File: src/fbba_pkg.sv
// Shared constants for the fixed-size block bitmap allocator.
// Holds sizes, request kinds, status codes and register indexes.
// No dependencies.
package fbba_pkg;

    localparam int MAX_BLOCKS = 256;
    localparam int ADDR_W     = 32;
    localparam int SIZE_W     = 17;
    localparam int COUNT_W    = 9;
    localparam int KIND_W     = 2;
    localparam int STATUS_W   = 3;
    localparam int CFG_IDX_W  = 2;

    // Used bits are scanned one group of eight per cycle.
    localparam int GROUP_SIZE = 8;
    localparam int NUM_GROUPS = (MAX_BLOCKS + GROUP_SIZE - 1) / GROUP_SIZE;
    localparam int GRP_W      = (NUM_GROUPS > 1) ? $clog2(NUM_GROUPS) : 1;
    localparam int SUB_W      = $clog2(GROUP_SIZE);
    localparam int IDX_W      = (MAX_BLOCKS > 1) ? $clog2(MAX_BLOCKS) : 1;
    localparam int PROD_W     = COUNT_W + SIZE_W;
    localparam int REM_W      = SIZE_W + 1;
    localparam int DIV_CNT_W  = $clog2(ADDR_W);

    localparam logic [KIND_W-1:0] KIND_ALLOC = 2'd0;
    localparam logic [KIND_W-1:0] KIND_FREE  = 2'd1;
    localparam logic [KIND_W-1:0] KIND_CLEAR = 2'd2;

    localparam logic [STATUS_W-1:0] ST_OK      = 3'd0;
    localparam logic [STATUS_W-1:0] ST_NO_FREE = 3'd1;
    localparam logic [STATUS_W-1:0] ST_RANGE   = 3'd2;
    localparam logic [STATUS_W-1:0] ST_ALIGN   = 3'd3;
    localparam logic [STATUS_W-1:0] ST_FREE    = 3'd4;

    localparam logic [CFG_IDX_W-1:0] REG_BASE  = 2'd0;
    localparam logic [CFG_IDX_W-1:0] REG_SIZE  = 2'd1;
    localparam logic [CFG_IDX_W-1:0] REG_COUNT = 2'd2;

    typedef logic [STATUS_W-1:0] status_t;

endpackage

File: src/fixed_block_bitmap_allocator_unit.sv
// Fixed-size block allocator over a map of used bits, top level.
// Allocate scans the used bits group by group of eight blocks, then on success does a multiply and
// an add; free does a multiply, a bound check, the restoring divider and a final check, or ends at
// the bound check when out of range; clear all and the unused kind go straight to the result.
// One request at a time; the next is taken from the cycle after the result transfer.
// Synchronous active-low reset clears all used bits and loads register defaults.
module fixed_block_bitmap_allocator_unit (
    input  logic                            aclk,
    input  logic                            aresetn,
    input  logic                            cfg_we,
    input  logic [fbba_pkg::CFG_IDX_W-1:0]  cfg_index,
    input  logic [fbba_pkg::ADDR_W-1:0]     cfg_wdata,
    input  logic                            s_tvalid,
    output logic                            s_tready,
    input  logic [fbba_pkg::ADDR_W-1:0]     s_tdata,   // [31:0] address
    input  logic [fbba_pkg::KIND_W-1:0]     s_tuser,   // [1:0] kind
    output logic                            m_tvalid,
    input  logic                            m_tready,
    output logic [fbba_pkg::ADDR_W-1:0]     m_tdata,   // [31:0] block_address
    output logic [fbba_pkg::STATUS_W-1:0]   m_tuser    // [2:0] status
);
    import fbba_pkg::*;

    localparam logic [3:0] S_IDLE  = 4'd0;
    localparam logic [3:0] S_SCAN  = 4'd1;
    localparam logic [3:0] S_AMUL  = 4'd2;
    localparam logic [3:0] S_AADD  = 4'd3;
    localparam logic [3:0] S_FMUL  = 4'd4;
    localparam logic [3:0] S_FCHK  = 4'd5;
    localparam logic [3:0] S_DIV   = 4'd6;
    localparam logic [3:0] S_FEND  = 4'd7;
    localparam logic [3:0] S_OUT   = 4'd8;

    localparam int USED_W = NUM_GROUPS * GROUP_SIZE;

    logic [3:0]            state_reg, state_next;
    logic [ADDR_W-1:0]     base_reg;
    logic [SIZE_W-1:0]     size_reg;
    logic [COUNT_W-1:0]    count_reg;
    logic [USED_W-1:0]     used_reg, used_next;
    logic [GRP_W-1:0]      grp_reg, grp_next;
    logic [IDX_W-1:0]      idx_reg, idx_next;
    logic [PROD_W-1:0]     prod_reg, prod_next;
    logic [ADDR_W-1:0]     off_reg, off_next;
    logic                  below_reg, below_next;
    logic [REM_W-1:0]      rem_reg, rem_next;
    logic [ADDR_W-1:0]     quot_reg, quot_next;
    logic [DIV_CNT_W-1:0]  div_cnt_reg, div_cnt_next;
    status_t               status_reg, status_next;
    logic [ADDR_W-1:0]     baddr_reg, baddr_next;

    logic [SIZE_W-1:0]     size_eff;
    logic [COUNT_W-1:0]    count_eff;
    logic [GROUP_SIZE-1:0] word;
    logic [GROUP_SIZE-1:0] avail;
    logic                  found;
    logic [SUB_W-1:0]      found_sub;
    logic [GRP_W+SUB_W:0]  next_grp_start;
    logic [COUNT_W-1:0]    mul_a;
    logic [ADDR_W:0]       off_diff;
    logic [REM_W-1:0]      rem_shift;
    logic                  s_fire;

    assign size_eff  = (size_reg == '0) ? SIZE_W'(1) : size_reg;
    assign count_eff = (int'(count_reg) > MAX_BLOCKS) ? COUNT_W'(MAX_BLOCKS) : count_reg;
    assign s_fire    = s_tvalid && s_tready;

    assign s_tready = (state_reg == S_IDLE);
    assign m_tvalid = (state_reg == S_OUT);
    assign m_tdata  = baddr_reg;
    assign m_tuser  = status_reg;

    // Scan window: one group of used bits, restricted to blocks below the count.
    always_comb begin
        word = used_reg[grp_reg*GROUP_SIZE +: GROUP_SIZE];
        for (int j = 0; j < GROUP_SIZE; j++) begin
            avail[j] = !word[j] &&
                       ((GRP_W+SUB_W+1)'({grp_reg, SUB_W'(j)}) < (GRP_W+SUB_W+1)'(count_eff));
        end
        found     = 1'b0;
        found_sub = '0;
        for (int j = GROUP_SIZE - 1; j >= 0; j--) begin
            if (avail[j]) begin
                found     = 1'b1;
                found_sub = SUB_W'(j);
            end
        end
        next_grp_start = {1'b0, grp_reg, {SUB_W{1'b0}}} + (GRP_W+SUB_W+1)'(GROUP_SIZE);
    end

    // The one multiplier serves the allocate address and the free bound.
    assign mul_a    = (state_reg == S_AMUL) ? COUNT_W'(idx_reg) : count_eff;
    assign off_diff = {1'b0, s_tdata} - {1'b0, base_reg};
    assign rem_shift = {rem_reg[REM_W-2:0], quot_reg[ADDR_W-1]};

    always_comb begin
        state_next   = state_reg;
        used_next    = used_reg;
        grp_next     = grp_reg;
        idx_next     = idx_reg;
        prod_next    = prod_reg;
        off_next     = off_reg;
        below_next   = below_reg;
        rem_next     = rem_reg;
        quot_next    = quot_reg;
        div_cnt_next = div_cnt_reg;
        status_next  = status_reg;
        baddr_next   = baddr_reg;
        case (state_reg)
            S_IDLE: begin
                if (s_fire) begin
                    status_next = ST_OK;
                    baddr_next  = '0;
                    grp_next    = '0;
                    off_next    = off_diff[ADDR_W-1:0];
                    below_next  = off_diff[ADDR_W];
                    case (s_tuser)
                        KIND_ALLOC: state_next = S_SCAN;
                        KIND_FREE:  state_next = S_FMUL;
                        KIND_CLEAR: begin
                            used_next  = '0;
                            state_next = S_OUT;
                        end
                        default:    state_next = S_OUT;
                    endcase
                end
            end
            S_SCAN: begin
                if (found) begin
                    idx_next = IDX_W'({grp_reg, found_sub});
                    used_next[{grp_reg, found_sub}] = 1'b1;
                    state_next = S_AMUL;
                end else if (int'(grp_reg) == NUM_GROUPS - 1 ||
                             next_grp_start >= (GRP_W+SUB_W+1)'(count_eff)) begin
                    status_next = ST_NO_FREE;
                    state_next  = S_OUT;
                end else begin
                    grp_next = grp_reg + GRP_W'(1);
                end
            end
            S_AMUL: begin
                prod_next  = PROD_W'(mul_a) * PROD_W'(size_eff);
                state_next = S_AADD;
            end
            S_AADD: begin
                baddr_next = base_reg + ADDR_W'(prod_reg);
                state_next = S_OUT;
            end
            S_FMUL: begin
                prod_next  = PROD_W'(mul_a) * PROD_W'(size_eff);
                state_next = S_FCHK;
            end
            S_FCHK: begin
                if (below_reg || off_reg >= ADDR_W'(prod_reg)) begin
                    status_next = ST_RANGE;
                    state_next  = S_OUT;
                end else begin
                    rem_next     = '0;
                    quot_next    = off_reg;
                    div_cnt_next = '0;
                    state_next   = S_DIV;
                end
            end
            S_DIV: begin
                // Restoring division, one quotient bit per cycle.
                if (rem_shift >= REM_W'(size_eff)) begin
                    rem_next  = rem_shift - REM_W'(size_eff);
                    quot_next = {quot_reg[ADDR_W-2:0], 1'b1};
                end else begin
                    rem_next  = rem_shift;
                    quot_next = {quot_reg[ADDR_W-2:0], 1'b0};
                end
                div_cnt_next = div_cnt_reg + DIV_CNT_W'(1);
                if (int'(div_cnt_reg) == ADDR_W - 1) begin
                    state_next = S_FEND;
                end
            end
            S_FEND: begin
                // The bound check keeps the quotient below the block count.
                if (rem_reg != '0) begin
                    status_next = ST_ALIGN;
                end else if (!used_reg[quot_reg[IDX_W-1:0]]) begin
                    status_next = ST_FREE;
                end else begin
                    used_next[quot_reg[IDX_W-1:0]] = 1'b0;
                end
                state_next = S_OUT;
            end
            S_OUT: begin
                if (m_tready) begin
                    state_next = S_IDLE;
                end
            end
            default: state_next = S_IDLE;
        endcase
    end

    always_ff @(posedge aclk) begin
        if (!aresetn) begin
            state_reg  <= S_IDLE;
            used_reg   <= '0;
            base_reg   <= '0;
            size_reg   <= SIZE_W'(64);
            count_reg  <= COUNT_W'(256);
            status_reg <= ST_OK;
            baddr_reg  <= '0;
        end else begin
            state_reg  <= state_next;
            used_reg   <= used_next;
            status_reg <= status_next;
            baddr_reg  <= baddr_next;
            if (cfg_we) begin
                case (cfg_index)
                    REG_BASE:  base_reg  <= cfg_wdata;
                    REG_SIZE:  size_reg  <= cfg_wdata[SIZE_W-1:0];
                    REG_COUNT: count_reg <= cfg_wdata[COUNT_W-1:0];
                    default:   ;
                endcase
            end
        end
    end

    always_ff @(posedge aclk) begin
        grp_reg     <= grp_next;
        idx_reg     <= idx_next;
        prod_reg    <= prod_next;
        off_reg     <= off_next;
        below_reg   <= below_next;
        rem_reg     <= rem_next;
        quot_reg    <= quot_next;
        div_cnt_reg <= div_cnt_next;
    end

    a_one_side: assert property (@(posedge aclk) disable iff (!aresetn)
        !(s_tready && m_tvalid))
        else $error("input and result sides open at the same time");

    a_busy_after_accept: assert property (@(posedge aclk) disable iff (!aresetn)
        s_tvalid && s_tready |=> !s_tready)
        else $error("request accepted while another is in progress");

    a_addr_only_on_ok: assert property (@(posedge aclk) disable iff (!aresetn)
        m_tvalid && (m_tuser != ST_OK) |-> (m_tdata == '0))
        else $error("nonzero block address on a failed request");

    a_div_length: assert property (@(posedge aclk) disable iff (!aresetn)
        (state_reg == S_FEND) |-> ($past(state_reg) == S_DIV) && (div_cnt_reg == '0))
        else $error("divider finished without a full pass");

endmodule
File: config.mk
export PLATFORM = sky130hd
export DESIGN_NAME = fixed_block_bitmap_allocator_unit
export DESIGN_NICKNAME = d
export VERILOG_FILES = /design/src/fbba_pkg.sv /design/src/fixed_block_bitmap_allocator_unit.sv
export SDC_FILE = /design/constraint.sdc
export NUM_CORES = 2
export LEC_CHECK = 0
export BUFFER_PORTS_ARGS = -buffer_cell sky130_fd_sc_hd__clkbuf_2
export CORE_AREA = 2 2 284 356
export CTS_CLUSTER_DIAMETER = 50
export DETAILED_ROUTE_END_ITERATION = 10
export DIE_AREA = 0 0 286 358
export PLACE_DENSITY_LB_ADDON = 0.05
export REMOVE_ABC_BUFFERS = 1
export SYNTH_ARGS = -nofsm -noshare
export SYNTH_HDL_FRONTEND = slang
export SYNTH_SLANG_ARGS = --single-unit
File: constraint.sdc
create_clock -name aclk -period 12.9 [get_ports aclk]
set_input_delay 0.645 -clock aclk [delete_from_list [all_inputs] [get_ports aclk]]
set_output_delay 0.645 -clock aclk [all_outputs]
set_load 0.05 [all_outputs]
# After elaboration in Yosys (flattened, before gate mapping)

Index checks and enable logic that the tools add are counted.

Bits in writable memories: 0
Latch bits: 0
ROM bits: 0
Logic and storage cells: 174
Flip-flop bits (word level): 480
Memories kept: 0

Shifts and indexed selects: 1
$lt $le $gt $ge: 16
Bitwise logic cells: 3
Equal/unequal tests: 28
$add $sub $neg: 6
Multiply operators: 1
Multiplexer cells: 60
Divide/modulo/power cells: 0
Reduce and logical (&&, ||, !) cells: 44

Operators by type and width:

| cell                                                                         | number |
|---|---|
| 256-bit two-way mux                                                          | 5 |
| 256-bit case mux with 3 select lines                                         | 1 |
| 256-bit AND                                                                  | 1 |
| 256-bit NOT                                                                  | 1 |
| 256-bit bitwise OR                                                           | 1 |
| 256-bit by 9-bit indexed part select with 8-bit output                       | 1 |
| 32-bit case mux with 2 select lines                                          | 2 |
| 8-bit by 9-bit less-than comparator with 1-bit output                        | 8 |
| 32-bit two-way mux                                                           | 2 |
| 3-bit two-way mux                                                            | 14 |
| 18-bit two-way mux                                                           | 2 |
| 18-bit case mux with 2 select lines                                          | 1 |
| 32-bit by 32-bit subtractor with 33-bit output                               | 1 |
| 32-bit by 26-bit adder with 32-bit output                                    | 1 |
| 32-bit by 26-bit >= comparator with 1-bit output                             | 1 |
| 4-bit case mux with 8 select lines                                           | 1 |
| 9-bit by 17-bit multiplier with 26-bit output                                | 1 |
| 4-bit two-way mux                                                            | 6 |
| 5-bit two-way mux                                                            | 4 |
| 5-bit case mux with 2 select lines                                           | 2 |
| 18-bit by 17-bit >= comparator with 1-bit output                             | 1 |
| 8-bit by 9-bit less-than comparator with 1-bit output, second input constant | 2 |
| 9-bit two-way mux                                                            | 2 |
| 2-bit != test, second input constant                                         | 9 |
| other kinds (35)                                                             | 89 |

# Logic depth before layout (Yosys ltp)

Word-level depth: 19
Mapped depth: 28

# Worst setup path before layout

OpenSTA, ideal clock, no wires.

Kind: reg-to-reg
From: register state_reg[1]
To: register prod_reg[25] (data pin)
Period minus slack after synthesis: 7105 ps
Cell stages (with the launch flop): 27
Data arrival time: 6845 ps
Setup slack: 5795 ps
Data required time: 12640 ps
Cell sequence: dfxtp_1 > clkbuf_1 > nand2_1 > nor3_1 > clkbuf_1 > o21a_1 > clkbuf_1 > nor2_1 > fa_1 > inv_1 > fa_1 > inv_1 > fa_1 > inv_1 > fa_1 > inv_1 > ha_1 > or3_1 > nand4_1 > nand2b_1 > a21boi_0 > o41ai_1 > o21ai_0 > or4_1 > a311oi_1 > a21oi_1 > xnor2_1

Longest elaborated chain between the ends: 3

RTL lines:

| element                                       | RTL line                                                                           | text |
|---|---|---|
| from (decl)                                   | fixed_block_bitmap_allocator_unit.sv:36                                            | `logic [3:0] state_reg, state_next;` |
| from (signal assigned)                        | fixed_block_bitmap_allocator_unit.sv:208                                           | `state_reg <= state_next;` |
| 4-bit by 2-bit == test with 1-bit output      | fixed_block_bitmap_allocator_unit.sv:92, fixed_block_bitmap_allocator_unit.sv:109  |  |
| 9-bit two-way mux                             | fixed_block_bitmap_allocator_unit.sv:92                                            | `assign mul_a = (state_reg == S_AMUL) ? COUNT_W'(idx_reg) : count_eff;` |
| 9-bit by 17-bit multiplier with 26-bit output | fixed_block_bitmap_allocator_unit.sv:142, fixed_block_bitmap_allocator_unit.sv:150 |  |
| to (signal assigned)                          | fixed_block_bitmap_allocator_unit.sv:226                                           | `prod_reg <= prod_next;` |
| to (decl)                                     | fixed_block_bitmap_allocator_unit.sv:43                                            | `logic [PROD_W-1:0] prod_reg, prod_next;` |

No other way between the ends.
A chain may end at the register's enable or synchronous reset.

# Final worst setup path

From: register count_reg[8]
To: register prod_reg[25] (data pin)

Longest elaborated chain between the ends: 4

RTL lines:

| element                                         | RTL line                                                                           | text |
|---|---|---|
| from (decl)                                     | fixed_block_bitmap_allocator_unit.sv:39                                            | `logic [COUNT_W-1:0] count_reg;` |
| from (signal assigned)                          | fixed_block_bitmap_allocator_unit.sv:216                                           | `REG_COUNT: count_reg <= cfg_wdata[COUNT_W-1:0];` |
| 9-bit > comparator                              | fixed_block_bitmap_allocator_unit.sv:65                                            | `assign count_eff = (int'(count_reg) > MAX_BLOCKS) ? COUNT_W'(MAX_BLOCKS) : count_reg;` |
| 9-bit two-way mux *                             | fixed_block_bitmap_allocator_unit.sv:65                                            |  |
| 9-bit two-way mux *                             | fixed_block_bitmap_allocator_unit.sv:92                                            |  |
| 9-bit by 17-bit multiplier with 26-bit output * | fixed_block_bitmap_allocator_unit.sv:142, fixed_block_bitmap_allocator_unit.sv:150 |  |

Mark *: on every way between the ends. The rest lies on a longest branch, timed or not.

==> results.cfg <==
[timing]
rsz0062_at_grt = no
final.min_clock_period_ns = 8.05
setup_viol = 0
hold_viol_final = 0
maxSlewHeadroom_pct = 10.6
setup_ws_ns = 4.85
drv_slew = 0
tns_ns = 0
fmax_mhz = 124
fin_skew_ns = 0.0431
tightest_slew_ns = 1.34
min_period_over_period_pct = 62.4

[grt]
grt_pass1_wl_um = 212000
gr-usage-all-layers_pct = 27.9
grt_remaining_overflow = 0
grt_max_degree = 197
grt_pass1_vias = 30900
grt_antenna_before_repair = 5

[synth]
syn_area_per_cell_sq_um = 8.74
synth_seq_cells = 480
postSynthCellCount = 3924
synth_ff_type = dfxtp_1
synth_seq_area_share_pct = 31.7
netlist.area_leader.share_pct = 20.6
ys_warn_count = 0
yosysTopAreaCell = dfxtp_1
ys_top_cells_by_area = dfxtp_1 21%, edfxtp_1 11%, fa_1 6.4%
synth_area_sq_um = 34300
synth_edf_count = 127
async_reset_ff_share_pct = 0
synth_cell_type_count = 86

[layout]
fillers = 10100
final_nets = 4266
regArea_sq_um = 10900
final_common_cell = nand2_1
utilization_pct = 39.4
most-common-layout-cells = 579 x nand2_1, 419 x a21oi_1, 353 x dfxtp_1
drive_gt1_share_pct = 15.1
fin_area_sq_um = 38900
largest_register_ffs = 256
multi_input_area_sq_um = 21300
area_growth_pct = 13.4

[detailed_routing]
ant_nets = 0
dr.pass1.iters = 5
wl_um = 144000
drt_iter0_drc = 2483
vias = 30800
detail_route.wl_per_cell_um = 27.2
wl_met3_um = 8400
top_layer_used = met5
route.met2.wl_um = 69100
viasPerCell = 5.81
wl_met1_um = 57600
drc_errors = 0

[setup_path]
cp_slowest_cell = o41ai_1
crit_arrival_ns = 8.42
required_ns = 13.27
r2r-end = prod_reg[25]
ff2ff_setup_slack_ns = 4.85
critical_path_class = reg2reg
ff2ff_path_depth = 22
endpoint = prod_reg[25]
cpPeakStageDelay_ns = 0.82
crit_path_start_kind = register
cp.depth = 22
crit_family = compound AO/OA/AOI/OAI gates
critPathLaunch = count_reg[8]
end_kind = register
cp_max_fo = 24
worstReg2RegStart = count_reg[8]
path_buf_inv = 4
cp_cell_sequence = inv_1 -> nand2_1 -> o21ai_0 -> nand2_1 -> fa_1 -> fa_1 -> inv_1 -> fa_1 -> inv_1 -> fa_1 -> inv_1 -> ha_1 -> or3_1 -> nand4_1 -> nand2b_1 -> a21boi_0 -> o41ai_1 -> o21ai_0 -> or4_1 -> a311oi_1 -> a21oi_1 -> xnor2_1

[outcome]
outcome = finished, final reports clean

[place]
hpwl_um = 99400
place_congestion = 0.917
numPortBuffers = 109
pre_cts_slack_ns = 4.92
placed_area_sq_um = 36000

[clock_network]
cts_tree = built
cts.repair.resized = 0
clk_latency_ns = 0.67
cts_root_buf = clkbuf_16
clockBufferDepth = 3
cts_num_sinks = 480
path_clk_slew_ns = 0.06
numCtsBuffers = 83
cts_hold_buf = 0
cts_max_level = 3
cts_setup_buffers = 0

[run]
max_cap_viol_count = 0

[floorplan]
die_w_um = 286
ios = 110
die-area_sq_um = 102000
core-area_sq_um = 98800
start_util_pct = 34.7
rows = 129
dieHeight_um = 358

[worst_hold_path]
min_path_type = in2reg

[pwr]
ir_drop_mv = 0.0952
power.density_nw_per_um2 = 130
leakage_nw = 15.0
## worst min-delay path: cells and delay by family
family / cells / cell delay, ns
simple gates: 1 / 0.05
buf+inv: 1 / 0.08
compound gates: 1 / 0.05
## per-stage QoR
| stage | hold slack, ns | total power (W) | std cells |
|---|---|---|---|
| final | 0.211 | 0.00506 | 5299 |
| after global routing | 0.197 | 0.00524 | 5298 |
| after CTS | 0.174 | 0.00509 | 5298 |
| after detailed placement | 0.449 | 0.00271 | 5146 |
| after global placement | 0.445 | 0.00271 | 5146 |
| after floorplan | 0.436 | 0.00231 | 3650 |
## routing by layer
layer  vias up  track usage, %
li1      14200               -
met1     15200            33.6
met2      1079            47.3
met3       341            4.18
met4         8            16.2
met5         -               0
## synthesized netlist by cell type, types with 14 or more instances
master and number:
nand2_1 580, a21oi_1 419, dfxtp_1 353, nor2_1 320, inv_1 258, clkbuf_1 183
ha_1 163, mux2i_1 136, edfxtp_1 127, o221a_2 121, nor3_1 120, a22oi_1 116
fa_1 109, mux4_2 85, o211ai_1 69, o21ai_0 68, a31oi_1 63, xnor2_1 61
nand3_1 52, buf_2 51, a21o_1 39, nor2b_1 30, xor2_1 29, o21a_1 27
nand2b_1 25, o221a_1 23, nand4_1 22, and3_1 19, nor4_1 19, and2_1 18
a211oi_1 14
## where the power goes
group	total [W]	internal (W)	leakage (nW)	switching, W
logic	0.000996	0.000294	9.61	0.000702
clock network	0.00238	0.00147	1.41	0.000911
registers	0.00169	0.00162	3.99	0.0000677
## worst min path at each step
stage | start | endpoint | slack (ns) | cells past startpoint
after floorplan | size_reg[0] | size_reg[0] | 0.44 | 2
after global placement | m_tdata[20] | m_tdata[20] | 0.44 | 2
after detailed placement | m_tdata[20] | m_tdata[20] | 0.45 | 2
after CTS | cfg_wdata[30] | base_reg[30] | 0.17 | 3
after global routing | cfg_wdata[29] | base_reg[29] | 0.20 | 3
final | cfg_wdata[30] | base_reg[30] | 0.21 | 3
## layout make-up
class	count	share of cell area, %
antenna	1	0.00643
timing repair buffer	186	2.97
tap	1310	4.21
inverter	259	2.51
sequential	480	28.0
clock buffer	97	5.68
multi-input combinational	2911	54.8
clock inverter	55	1.81
## logic make-up after synthesis
kind of cell             after synthesis  share of synthesized area [%]
flip-flops                           480                           31.7
AO/OA/AOI/OAI                       1052                           21.1
AND/OR/NAND/NOR                     1273                           16.3
XOR/XNOR                              90                           2.30
adder cells (fa/ha/maj)              272                           12.3
buffers and inverters                533                           6.56
multiplexers                         224                           9.73
No activity file was read; power rests on OpenSTA's default activity.
